===== src/rtl/rljf_pkg.sv =====
package rljf_pkg;

  typedef enum logic [1:0] {
    MODE_TICK   = 2'd0,
    MODE_JOIN   = 2'd1,
    MODE_FETCH  = 2'd2,
    MODE_WAKE   = 2'd3
  } mode_t;

  typedef enum logic [3:0] {
    PH_START      = 4'd0,
    PH_FORMING    = 4'd1,
    PH_JSEND      = 4'd2,
    PH_JWAIT      = 4'd3,
    PH_JRESP      = 4'd4,
    PH_IDLE       = 4'd5,
    PH_SLEEPWAIT  = 4'd6,
    PH_SLEEPING   = 4'd7,
    PH_ERROR      = 4'd8,
    PH_RSEND      = 4'd9,
    PH_RSTATUS    = 4'd10,
    PH_RWAIT      = 4'd11,
    PH_RESETSTART = 4'd12,
    PH_RESETWAIT  = 4'd13,
    PH_WAKING     = 4'd14
  } phase_t;

  localparam logic [2:0] FK_NONE   = 3'd0;
  localparam logic [2:0] FK_CMD    = 3'd1;
  localparam logic [2:0] FK_MODEM  = 3'd2;
  localparam logic [2:0] FK_TXSTAT = 3'd3;
  localparam logic [2:0] FK_DATA   = 3'd4;

  localparam logic [3:0] ST_OK          = 4'd0;
  localparam logic [3:0] ST_NEW_MSG     = 4'd1;
  localparam logic [3:0] ST_ASSOC_FAIL  = 4'd2;
  localparam logic [3:0] ST_JOIN_UNDEL  = 4'd3;
  localparam logic [3:0] ST_JOIN_TMO    = 4'd4;
  localparam logic [3:0] ST_JOIN_OK     = 4'd5;
  localparam logic [3:0] ST_JOIN_BAD    = 4'd6;
  localparam logic [3:0] ST_SLEEPING    = 4'd7;
  localparam logic [3:0] ST_ERROR       = 4'd8;
  localparam logic [3:0] ST_UPD_UNDEL   = 4'd9;
  localparam logic [3:0] ST_UPD_TMO     = 4'd10;

  localparam logic [1:0] SEND_NONE  = 2'd0;
  localparam logic [1:0] SEND_RESET = 2'd1;
  localparam logic [1:0] SEND_JOIN  = 2'd2;
  localparam logic [1:0] SEND_REQ   = 2'd3;

  localparam logic [7:0] JOIN_ACK = 8'h4B;

  localparam logic [1:0] REG_ASSOC   = 2'd0;
  localparam logic [1:0] REG_REPLY   = 2'd1;
  localparam logic [1:0] REG_WINDOW  = 2'd2;
  localparam logic [1:0] REG_RETRIES = 2'd3;

  localparam logic [15:0] ASSOC_RESET   = 16'd10000;
  localparam logic [15:0] REPLY_RESET   = 16'd5000;
  localparam logic [15:0] WINDOW_RESET  = 16'd1000;
  localparam logic [2:0]  RETRIES_RESET = 3'd3;

  typedef struct packed {
    logic [1:0]  mode;
    logic [2:0]  frame_kind;
    logic        frame_flag;
    logic [7:0]  data_length;
    logic [7:0]  first_byte;
    logic [7:0]  last_byte;
    logic        radio_awake;
    logic [31:0] now_ms;
  } item_t;

  typedef struct packed {
    logic [3:0] status_code;
    logic [1:0] send_frame;
    logic       sleep_request;
    logic [3:0] current_state;
  } result_t;

endpackage


===== src/rtl/radio_link_join_fetch_controller.sv =====
// radio end-device link controller: resets the radio, waits for network
// association, sends a join and expects 'K', then idles, fetching messages
// with 'R' (bounded retries on timeout) or sleeping and waking through the
// sleep pin handshake. every accepted item (tick or request) gives exactly one
// result item in the next cycle: status, frame to send, sleep pin level and the
// state after the item. one item is accepted per clock cycle while results are
// taken; the figure is set by the single state register update, which is a
// 32-bit add and window compare plus the state decode. an item can be accepted
// while the previous result waits, as long as that result is taken in the same
// cycle. the configuration registers sit on a 4-register apb port at byte
// offsets 0, 4, 8, 12 and should only be written while no result is pending.
module radio_link_join_fetch_controller (
  input  logic              clk,
  input  logic              rst,
  // item channel
  input  logic              item_valid,
  output logic              item_ready,
  input  rljf_pkg::item_t   item,
  // result channel
  output logic              result_valid,
  input  logic              result_ready,
  output rljf_pkg::result_t result,
  // configuration port
  input  logic              psel,
  input  logic              penable,
  input  logic              pwrite,
  input  logic [3:0]        paddr,
  input  logic [31:0]       pwdata,
  output logic [31:0]       prdata,
  output logic              pready
);

  // configuration registers
  logic [15:0] assoc_timeout_ms;
  logic [15:0] reply_timeout_ms;
  logic [15:0] timeout_window_ms;
  logic [2:0]  max_retries;

  // controller state
  rljf_pkg::phase_t phase, phase_next;
  logic [31:0] deadline, deadline_next;
  logic        deadline_armed, deadline_armed_next;
  logic [2:0]  retry_count, retry_count_next;
  logic        update_pending, update_pending_next;
  logic        wake_pending, wake_pending_next;
  logic        rejoin_pending, rejoin_pending_next;
  logic        sleep_pin_level, sleep_pin_level_next;

  logic [3:0]  status;
  logic [1:0]  send;
  logic        accept;
  logic        cfg_write;
  logic [32:0] window_end;
  logic        window_wraps;
  logic        expired;

  assign pready    = 1'b1;
  assign cfg_write = psel && penable && pwrite;

  // apb register write
  always_ff @(posedge clk) begin
    if (rst) begin
      assoc_timeout_ms  <= rljf_pkg::ASSOC_RESET;
      reply_timeout_ms  <= rljf_pkg::REPLY_RESET;
      timeout_window_ms <= rljf_pkg::WINDOW_RESET;
      max_retries       <= rljf_pkg::RETRIES_RESET;
    end else if (cfg_write) begin
      unique case (paddr[3:2])
        rljf_pkg::REG_ASSOC:   assoc_timeout_ms  <= pwdata[15:0];
        rljf_pkg::REG_REPLY:   reply_timeout_ms  <= pwdata[15:0];
        rljf_pkg::REG_WINDOW:  timeout_window_ms <= pwdata[15:0];
        rljf_pkg::REG_RETRIES: max_retries       <= pwdata[2:0];
        default: ;
      endcase
    end
  end

  // apb register read
  always_comb begin
    unique case (paddr[3:2])
      rljf_pkg::REG_ASSOC:   prdata = {16'd0, assoc_timeout_ms};
      rljf_pkg::REG_REPLY:   prdata = {16'd0, reply_timeout_ms};
      rljf_pkg::REG_WINDOW:  prdata = {16'd0, timeout_window_ms};
      rljf_pkg::REG_RETRIES: prdata = {29'd0, max_retries};
      default:               prdata = 32'd0;
    endcase
  end

  // one result slot: accept whenever it is empty or being drained
  assign item_ready = !result_valid || result_ready;
  assign accept     = item_valid && item_ready;

  // timeout only inside (deadline, deadline + window), wrapping mod 2^32
  assign window_end   = {1'b0, deadline} + {17'd0, timeout_window_ms};
  assign window_wraps = window_end[32];
  always_comb begin
    if (!deadline_armed) begin
      expired = 1'b0;
    end else if (window_wraps) begin
      expired = (item.now_ms > deadline) || (item.now_ms < window_end[31:0]);
    end else begin
      expired = (item.now_ms > deadline) && (item.now_ms < window_end[31:0]);
    end
  end

  // sequence step for one item
  always_comb begin
    phase_next           = phase;
    deadline_next        = deadline;
    deadline_armed_next  = deadline_armed;
    retry_count_next     = retry_count;
    update_pending_next  = update_pending;
    wake_pending_next    = wake_pending;
    rejoin_pending_next  = rejoin_pending;
    sleep_pin_level_next = sleep_pin_level;
    status               = rljf_pkg::ST_OK;
    send                 = rljf_pkg::SEND_NONE;

    unique case (rljf_pkg::mode_t'(item.mode))
      rljf_pkg::MODE_JOIN: begin
        // a join while asleep is held until the radio is woken
        if (phase == rljf_pkg::PH_SLEEPWAIT || phase == rljf_pkg::PH_SLEEPING) begin
          rejoin_pending_next = 1'b1;
        end else begin
          phase_next = rljf_pkg::PH_RESETSTART;
        end
      end
      rljf_pkg::MODE_FETCH: begin
        wake_pending_next   = 1'b1;
        update_pending_next = 1'b1;
      end
      rljf_pkg::MODE_WAKE: begin
        wake_pending_next = 1'b1;
      end
      default: begin
        unique case (phase)
          rljf_pkg::PH_START: begin
            update_pending_next = 1'b0;
            wake_pending_next   = 1'b0;
            deadline_next       = item.now_ms + {16'd0, assoc_timeout_ms};
            deadline_armed_next = 1'b1;
            phase_next          = rljf_pkg::PH_FORMING;
          end
          rljf_pkg::PH_FORMING: begin
            if (expired) begin
              phase_next = rljf_pkg::PH_ERROR;
              status     = rljf_pkg::ST_ASSOC_FAIL;
            end else if (item.frame_kind == rljf_pkg::FK_MODEM && item.frame_flag) begin
              deadline_armed_next = 1'b0;
              phase_next          = rljf_pkg::PH_JSEND;
            end
          end
          rljf_pkg::PH_JSEND: begin
            send       = rljf_pkg::SEND_JOIN;
            phase_next = rljf_pkg::PH_JWAIT;
          end
          rljf_pkg::PH_JWAIT: begin
            if (item.frame_kind == rljf_pkg::FK_TXSTAT) begin
              if (item.frame_flag) begin
                deadline_next       = item.now_ms + {16'd0, reply_timeout_ms};
                deadline_armed_next = 1'b1;
                phase_next          = rljf_pkg::PH_JRESP;
              end else begin
                phase_next = rljf_pkg::PH_ERROR;
                status     = rljf_pkg::ST_JOIN_UNDEL;
              end
            end
          end
          rljf_pkg::PH_JRESP: begin
            if (expired) begin
              deadline_armed_next = 1'b0;
              phase_next          = rljf_pkg::PH_ERROR;
              status              = rljf_pkg::ST_JOIN_TMO;
            end else if (item.frame_kind == rljf_pkg::FK_DATA) begin
              if (item.data_length == 8'd1 && item.first_byte == rljf_pkg::JOIN_ACK) begin
                deadline_armed_next = 1'b0;
                phase_next          = rljf_pkg::PH_IDLE;
                status              = rljf_pkg::ST_JOIN_OK;
              end else begin
                phase_next = rljf_pkg::PH_ERROR;
                status     = rljf_pkg::ST_JOIN_BAD;
              end
            end
          end
          rljf_pkg::PH_IDLE: begin
            if (update_pending) begin
              update_pending_next = 1'b0;
              phase_next          = rljf_pkg::PH_RSEND;
            end else begin
              sleep_pin_level_next = 1'b1;
              wake_pending_next    = 1'b0;
              phase_next           = rljf_pkg::PH_SLEEPWAIT;
            end
          end
          rljf_pkg::PH_SLEEPWAIT: begin
            if (item.frame_kind == rljf_pkg::FK_NONE && !item.radio_awake) begin
              phase_next = rljf_pkg::PH_SLEEPING;
              status     = rljf_pkg::ST_SLEEPING;
            end
          end
          rljf_pkg::PH_SLEEPING: begin
            if (rejoin_pending || wake_pending) begin
              sleep_pin_level_next = 1'b0;
              phase_next           = rljf_pkg::PH_WAKING;
            end
            status = rljf_pkg::ST_SLEEPING;
          end
          rljf_pkg::PH_WAKING: begin
            if (item.radio_awake) begin
              phase_next = rejoin_pending ? rljf_pkg::PH_RESETSTART : rljf_pkg::PH_IDLE;
            end else begin
              status = rljf_pkg::ST_SLEEPING;
            end
          end
          rljf_pkg::PH_RSEND: begin
            send       = rljf_pkg::SEND_REQ;
            phase_next = rljf_pkg::PH_RSTATUS;
          end
          rljf_pkg::PH_RSTATUS: begin
            if (item.frame_kind == rljf_pkg::FK_TXSTAT) begin
              if (item.frame_flag) begin
                deadline_next       = item.now_ms + {16'd0, reply_timeout_ms};
                deadline_armed_next = 1'b1;
                phase_next          = rljf_pkg::PH_RWAIT;
              end else begin
                phase_next = rljf_pkg::PH_ERROR;
                status     = rljf_pkg::ST_UPD_UNDEL;
              end
            end
          end
          rljf_pkg::PH_RWAIT: begin
            if (expired) begin
              deadline_armed_next = 1'b0;
              if (retry_count >= max_retries) begin
                retry_count_next = 3'd0;
                phase_next       = rljf_pkg::PH_ERROR;
                status           = rljf_pkg::ST_UPD_TMO;
              end else begin
                retry_count_next = retry_count + 3'd1;
                phase_next       = rljf_pkg::PH_RSEND;
              end
            end else if (item.frame_kind == rljf_pkg::FK_DATA) begin
              // a frame ending in a zero byte closes the message;
              // an empty frame never does and just re-arms the deadline
              if (item.data_length != 8'd0 && item.last_byte == 8'd0) begin
                deadline_armed_next = 1'b0;
                retry_count_next    = 3'd0;
                phase_next          = rljf_pkg::PH_IDLE;
                status              = rljf_pkg::ST_NEW_MSG;
              end else begin
                deadline_next       = item.now_ms + {16'd0, reply_timeout_ms};
                deadline_armed_next = 1'b1;
              end
            end
          end
          rljf_pkg::PH_RESETSTART: begin
            rejoin_pending_next = 1'b0;
            deadline_armed_next = 1'b0;
            send                = rljf_pkg::SEND_RESET;
            phase_next          = rljf_pkg::PH_RESETWAIT;
          end
          rljf_pkg::PH_RESETWAIT: begin
            if (item.frame_kind == rljf_pkg::FK_CMD && item.frame_flag) begin
              phase_next = rljf_pkg::PH_START;
            end
          end
          // error phase, and the unused code, hold until a join request
          default: begin
            status = rljf_pkg::ST_ERROR;
          end
        endcase
      end
    endcase
  end

  // controller state
  always_ff @(posedge clk) begin
    if (rst) begin
      phase           <= rljf_pkg::PH_START;
      deadline        <= 32'd0;
      deadline_armed  <= 1'b0;
      retry_count     <= 3'd0;
      update_pending  <= 1'b0;
      wake_pending    <= 1'b0;
      rejoin_pending  <= 1'b0;
      sleep_pin_level <= 1'b0;
    end else if (accept) begin
      phase           <= phase_next;
      deadline        <= deadline_next;
      deadline_armed  <= deadline_armed_next;
      retry_count     <= retry_count_next;
      update_pending  <= update_pending_next;
      wake_pending    <= wake_pending_next;
      rejoin_pending  <= rejoin_pending_next;
      sleep_pin_level <= sleep_pin_level_next;
    end
  end

  // result register
  always_ff @(posedge clk) begin
    if (rst) begin
      result_valid <= 1'b0;
    end else if (accept) begin
      result_valid <= 1'b1;
    end else if (result_ready) begin
      result_valid <= 1'b0;
    end
  end

  always_ff @(posedge clk) begin
    if (accept) begin
      result.status_code   <= status;
      result.send_frame    <= send;
      result.sleep_request <= sleep_pin_level_next;
      result.current_state <= phase_next;
    end
  end

  // every accepted item leaves a result behind
  a_accept_gives_result: assert property (@(posedge clk) disable iff (rst)
    accept |=> result_valid)
    else $error("accepted item produced no result");

  // a pending result always reports the state it left behind
  a_state_matches: assert property (@(posedge clk) disable iff (rst)
    result_valid |-> (result.current_state == phase))
    else $error("result state disagrees with controller state");

  a_sleep_matches: assert property (@(posedge clk) disable iff (rst)
    result_valid |-> (result.sleep_request == sleep_pin_level))
    else $error("result sleep level disagrees with sleep pin register");

  // a frame is only sent on the step into a state that waits for its status
  a_send_state: assert property (@(posedge clk) disable iff (rst)
    (result_valid && result.send_frame != rljf_pkg::SEND_NONE) |->
      (result.current_state == rljf_pkg::PH_JWAIT ||
       result.current_state == rljf_pkg::PH_RSTATUS ||
       result.current_state == rljf_pkg::PH_RESETWAIT))
    else $error("frame sent from an unexpected state");

  // a timeout at the retry limit clears the count and enters the error phase
  a_retry_bound: assert property (@(posedge clk) disable iff (rst)
    (accept && phase == rljf_pkg::PH_RWAIT && expired &&
     item.mode == rljf_pkg::MODE_TICK && retry_count >= max_retries) |=>
      (retry_count == 3'd0 && phase == rljf_pkg::PH_ERROR))
    else $error("retry limit not enforced");

endmodule

===== config.mk =====
export PLATFORM = sky130hd
export DESIGN_NAME = radio_link_join_fetch_controller
export DESIGN_NICKNAME = d
export VERILOG_FILES = /design/src/rtl/rljf_pkg.sv /design/src/rtl/radio_link_join_fetch_controller.sv
export SDC_FILE = /design/constraint.sdc
export NUM_CORES = 1
export LEC_CHECK = 0
export BUFFER_PORTS_ARGS = -buffer_cell sky130_fd_sc_hd__buf_2
export CAP_MARGIN = 15
export CORE_AREA = 5 5 148 150
export CTS_CLUSTER_DIAMETER = 60
export CTS_CLUSTER_SIZE = 25
export DETAILED_ROUTE_END_ITERATION = 6
export DIE_AREA = 0 0 153 155
export MAX_ROUTING_LAYER = met4
export PLACE_DENSITY = 0.66
export SLEW_MARGIN = 5
export SYNTH_ARGS = -nofsm -noshare
export SYNTH_HDL_FRONTEND = slang
export SYNTH_SLANG_ARGS = --single-unit

===== constraint.sdc =====
create_clock -name clk -period 5.84 [get_ports clk]
set_input_delay 1.168 -clock clk [delete_from_list [all_inputs] [get_ports clk]]
set_output_delay 1.168 -clock clk [all_outputs]
set_load 0.1 [all_outputs]

==> results of run 1 <==
[cell type report]
cell class	count	area, sq um	share of cell area, %
repair buffers	135	726	7.08
flip-flops and latches	107	2250	22.0
clock buffers	9	225	2.20
well taps	275	344	3.36
diodes	2	5.00	0.0488
multi-input cells	969	6400	62.5
clock inverters	7	76.3	0.745
inverters	58	219	2.14
[cells by family after synthesis]
group | after synthesis
muxes | 38
other | 2
adders and majority gates | 101
xor gates and xnor gates | 58
AOI/OAI and AO/OA | 319
and+or+nand+nor | 436
DFF | 107
buffers and inverters | 129
[through the flow]
step | worst slack (ps) | hold slack, ps | utilization [%] | power, mW
2_1_floorplan | 366 | 436 | - | 1.21
3_3_place_gp | 492 | 447 | 48.4 | 1.35
3_5_place_dp | 363 | 457 | 48.4 | 1.35
4_1_cts | 311 | 469 | 49.8 | 1.99
5_1_grt | 41.1 | 490 | 49.8 | 2.08
6_report | 479 | 469 | 49.8 | 1.98
[per-layer routing]
layer	up-vias	track usage, %	part of all wire (%)
li1	4442	-	-
met1	4143	29.8	45
met2	292	38.1	47
met3	41	3.53	5.3
met4	0	6.53	2.6
met5	-	-	0
[state kept, by name (all words and copies together) (netlist names)]
signal	cells
assoc_timeout_ms	16
reply_timeout_ms	16
rejoin_pending	1
max_retries	3
result_valid	1
phase	4
update_pending	1
timeout_window_ms	16
wake_pending	1
sleep_pin_level	1
retry_count	3
result	11
deadline	32
deadline_armed	1
[power by group]
part / leakage (nW) / switching (mW) / total, mW / internal (mW)
combinational: 3.12 / 0.383 / 0.556 / 0.173
sequential: 0.889 / 0.0181 / 0.783 / 0.765
clock: 0.151 / 0.336 / 0.644 / 0.308
total: 4.16 / 0.737 / 1.98 / 1.25
[critical path: stages, from the launching register on]
cell and delay, ps:
dfxtp_1 380, ha_1 190, inv_1 60, fa_1 390, nand2b_1 190, a211oi_1 340
o21a_1 230, o21ai_0 210, o21ai_1 260, and2_2 300, nand3_1 130, xnor2_1 140
ha_1 310, nand4_1 160, nor4_1 310, o211ai_1 180, o21ai_4 270, nor3_1 110
nor3_2 220, buf_4 240, nor2_1 80, buf_4 250, o41ai_1 330
[Yosys cell counts, types with 5 or more instances]
cell	instances
clkbuf_1	38
and3_1	7
inv_1	57
nor4_1	9
nand4_1	22
xor2_1	13
o21ai_0	63
ha_1	99
buf_1	9
xnor2_1	45
dfxtp_1	96
a211o_1	6
buf_4	19
nand3_1	43
a21o_1	16
o211ai_1	7
o21bai_1	7
nor2_1	71
nand3b_1	19
o21a_1	9
edfxtp_1	11
nor3_1	27
or4_1	6
a21oi_1	120
nor2b_1	6
a2111oi_0	6
nand2_1	180
mux2_2	18
a211oi_1	30
a31oi_1	13
a21boi_0	5
or3_1	9
mux2i_1	17
o31ai_1	5
nand2b_1	11
[path summary, 6_finish.rpt]
check	end	slack (ps)	start	cells after the start
max	deadline[13]	480	timeout_window_ms[0]	22
min reg2reg	reply_timeout_ms[15]	470	reply_timeout_ms[15]	2
max reg2reg	deadline[13]	480	timeout_window_ms[0]	22
min	reply_timeout_ms[15]	470	reply_timeout_ms[15]	2
[what timing repair did]
| item | 4_1_cts | 5_1_grt |
|---|---|---|
| resized for setup | 0 | 2 |
| setup buffers | 0 | 0 |
| endpoints found under the setup margin | 0 | 15 |
| endpoints found under the hold margin | 0 | 0 |
==> results_dict.tcl, run 1 <==
set metrics [dict create \
    ys_types 74 \
    min_path_type "flip-flop to flip-flop" \
    vias 8918 \
    synth_area_leaders "dfxtp_1 21%, ha_1 14%, nand2_1 7.4%, a21oi_1 6.6%, xnor2_1 4.3%" \
    stdcell_area_sq_um 10200 \
    setup_tns_ps 0 \
    syn_area_sq_um 9160 \
    synth_edf_count 11 \
    synth_top_family_by_area "simple AND/OR/NAND/NOR gates" \
    ioPinCount 152 \
    syn_avg_cell_area_sq_um 7.70 \
    setup_viol 0 \
    arrival_ps 5630 \
    dieArea_sq_um 23700 \
    drt_iter0_markers 589 \
    die_h_microns 155 \
    area_growth_pct 11.9 \
    grt_max_degree 63 \
    ir_drop_mv 0.118 \
    cts_tree "yes" \
    finalHoldViolCount 0 \
    yosysTopAreaCellShare_pct 21.0 \
    holdBufCountCts 0 \
    synthCells 1190 \
    totalWireLength_microns 27100 \
    antenna_found_initial 2 \
    ys.flop_type "dfxtp_1" \
    ctsHtreeMaxLevel 3 \
    synthMuxAreaShare_pct 4.81 \
    instances_no_fill 1562 \
    ys_async_sr_fraction_pct 0 \
    synth_seq_cells 107 \
    yosysSeqAreaShare_pct 24.6 \
    numCtsBuffers 9 \
    worst_setup_path_start_kind "flip-flop" \
    skew_ps 14.0 \
    cts.sinks 107 \
    fin_nets 1487 \
    fp.dieW_microns 153 \
    most-common-layout-cells "180 x nand2_1, 120 x a21oi_1, 115 x buf_2, 99 x ha_1, 96 x dfxtp_1" \
    crit_type "flip-flop to flip-flop" \
    ant_nets 0 \
    synth_compound_gate_area_share_pct 21.7 \
    first_pass_iters 5 \
    layout-drive-gt1-share_pct 15.2 \
    fillers 2032 \
    clkLatencyLatePin_ps 370 \
    fmax_mhz 187 \
    design.core.area_sq_um 20600 \
    vias_per_cell 5.71 \
    yosys_warnings 0 \
    grt-ovfl-total 0 \
    drc 0 \
    dp_cells 1544 \
    p_leak_nw 4.16 \
    dp_hpwl_microns 20600 \
    postPlaceCellArea_sq_um 9940 \
    worstPathRequired_ps 6110 \
    slew_headroom_pct 33.7 \
    rsz0062_at_grt "no" \
    period_needed_ps 5360 \
    grt_pass1_vias 8333 \
    synth_simple_gate_area_share_pct 23.1 \
    max-cap-violations 0 \
    p_per_area_nw_per_um2 194 \
    gp_congestion 0.930 \
    synthAdderAreaFrac_pct 14.0 \
    status "finished, final reports clean" \
    min_period_over_period_pct 91.8 \
    synth_top_area_cell "dfxtp_1" \
    grt_usage_pct 23.2 \
    clock_path_buffers 2 \
    crit_path_end_kind "flip-flop" \
    cts.clk_slew.worst_paths_ps 80 \
    drv_slew 0 \
    rows 53 \
    worst_pin_slew_ps 991 \
    cp_max_fo 13 \
    start_util_pct 44.6 \
    synth_xor_area_share_pct 5.55 \
    grt_pass1_wl_microns 43600 \
    final_common_cell "nand2_1" \
    root_buffer "clkbuf_16" \
    io_buffers 116 \
    post_drt_wl_per_cell_microns 17.4 \
]
Note: power is estimated with default switching activity, not from simulation.
==> run 2: changes to the inputs <==
- PLACE_DENSITY: 0.66 -> 0.72
==> run 2 against run 1 <==
- the flow now finishes with violations (DRC)
- combinational power about the same
- register-to-register slack got worse by 30 ps
- critical path depth unchanged
- sequential share of layout area about the same
- setup slack got worse by 27 ps
- cell count about the same
- design area decreased by 0.16%
- wire length decreased by 0.87%
- critical path type unchanged
- largest cell class unchanged
- highest routed layer unchanged
==> results_dict.tcl, run 2 (synthesized netlist as in run 1, its figures left out) <==
set metrics [dict create \
    postCtsSetupRepairBufs 0 \
    ctsHtreeMaxLevel 3 \
    numCtsBuffers 9 \
    grt_usage_pct 22.7 \
    vias_per_cell 5.81 \
    p_leak_nw 4.15 \
    ant_nets 0 \
    slew_headroom_pct 32.1 \
    setup_viol 0 \
    worstPathRequired_ps 6100 \
    grt-ovfl-total 0 \
    cp_slowest_cell "fa_1" \
    max-cap-violations 0 \
    most-common-layout-cells "180 x nand2_1, 120 x a21oi_1, 116 x buf_2, 99 x ha_1, 96 x dfxtp_1" \
    die_h_microns 155 \
    largest_register_ffs 32 \
    fin_nets 1485 \
    critPathMaxStageDelay_ps 400 \
    pre_cts_ws_ps 406 \
    cts.clk_slew.worst_paths_ps 80 \
    min_period_over_period_pct 92.3 \
    path_delay_family "compound AO/OA/AOI/OAI gates" \
    grt_pass1_vias 8503 \
    gp_congestion 0.958 \
    cts.sinks 107 \
    worstHoldPathCells 2 \
    min_path_type "flip-flop to flip-flop" \
    cts_tree "yes" \
    grt_max_degree 57 \
    final_common_cell "nand2_1" \
    ir_drop_mv 0.154 \
    vias 9076 \
    first_pass_iters 7 \
    fmax_mhz 186 \
    post_drt_wl_per_cell_microns 17.2 \
    reg2reg_depth 22 \
    clkLatencyLatePin_ps 360 \
    path_depth 22 \
    clock_path_buffers 2 \
    fp.dieW_microns 153 \
    crit_type "flip-flop to flip-flop" \
    drc 1 \
    root_buffer "clkbuf_16" \
    ioPinCount 152 \
    drt_iter0_markers 481 \
    dieArea_sq_um 23700 \
    grt_pass1_wl_microns 43100 \
    postPlaceCellArea_sq_um 9920 \
    cp_max_fo 22 \
    largest_register "deadline" \
    rows 53 \
    totalWireLength_microns 26900 \
    status "finished with violations" \
    violations "DRC" \
    setup_tns_ps 0 \
    holdBufCountCts 0 \
    worst_setup_path_start_kind "flip-flop" \
    finalWorstSetupSlack_ps 452 \
    start_util_pct 44.6 \
    drv_slew 0 \
    period_needed_ps 5390 \
    worstPathCellList "ha_1 > inv_1 > fa_1 > nand2b_1 > a211oi_1 > o21a_1 > o21ai_0 > o21ai_1 > and2_2 > nand3_1 > xnor2_1 > ha_1 > nand4_1 > nor4_1 > o211ai_1 > o21ai_4 > nor3_1 > nor3_2 > buf_4 > nor2_1 > buf_4 > o41ai_1" \
    skew_ps 10.0 \
    worst_pin_slew_ps 1020 \
    stdcell_area_sq_um 10200 \
    area_growth_pct 11.7 \
    design.core.area_sq_um 20600 \
    antenna_found_initial 3 \
    layout-drive-gt1-share_pct 15.0 \
    cts_resized 0 \
    finalHoldViolCount 0 \
    arrival_ps 5650 \
    p_per_area_nw_per_um2 193 \
    dp_hpwl_microns 20500 \
    critPathBufInv 3 \
    io_buffers 116 \
    rsz0062_at_grt "no" \
    crit_path_end_kind "flip-flop" \
]
[run 2: cell types whose count changed in the layout (fill, tap and decap cells not counted)]
cell / change
buf_4: -3
buf_2: +1
clkinv_4: -1
clkinv_8: +1
clkinvlp_4: +1
diode_2: +1
inv_8: -1
nor3b_1: +1
nor3b_2: -1
[run 2: where the power goes]
group / switching [mW] / internal [mW]
Combinational: 0.383 / 0.173
Sequential: 0.0185 / 0.765
Clock: 0.328 / 0.307
Total: 0.730 / 1.25
[run 2: worst paths after layout]
kind | to | start | slack, ps
worst min-delay path | reply_timeout_ms[11] | reply_timeout_ms[11] | 470
worst min register to register | reply_timeout_ms[11] | reply_timeout_ms[11] | 470
worst max register to register | deadline[13] | deadline[0] | 450
worst max-delay path | deadline[13] | deadline[0] | 450
[run 2: area by class of cell]
class / count / area (sq um)
sequential: 107 / 2250
fill: 1999 / 10300
multi-input combinational: 969 / 6390
inverter: 58 / 219
tap: 275 / 344
timing repair buffer: 133 / 708
clock inverter: 7 / 80.1
clock buffer: 9 / 225
antenna: 3 / 7.51
[run 2: worst register-to-register path: stages, from the launching register on]
cell and delay [ps]:
dfxtp_1 370, ha_1 180, inv_1 60, fa_1 400, nand2b_1 180, a211oi_1 300, o21a_1 230, o21ai_0 180
o21ai_1 230, and2_2 300, nand3_1 140, xnor2_1 150, ha_1 320, nand4_1 160, nor4_1 330, o211ai_1 220
o21ai_4 290, nor3_1 110, nor3_2 190, buf_4 300, nor2_1 100, buf_4 220, o41ai_1 330
[run 2: per-stage QoR]
step	total power [mW]	util (%)	hold slack [ps]	instances
2_1_floorplan	1.21	-	436	1205
3_3_place_gp	1.34	48.2	452	1542
3_5_place_dp	1.35	48.2	454	1542
4_1_cts	1.99	49.7	466	1558
5_1_grt	2.07	49.8	491	1561
6_report	1.98	49.8	468	1561
[run 2: metal layers]
layer	global-route usage (%)	part of all wire [%]
met2	36.9	47
met3	3.09	6.1
met1	28.1	43
met4	10.6	4.4
met5	-	0
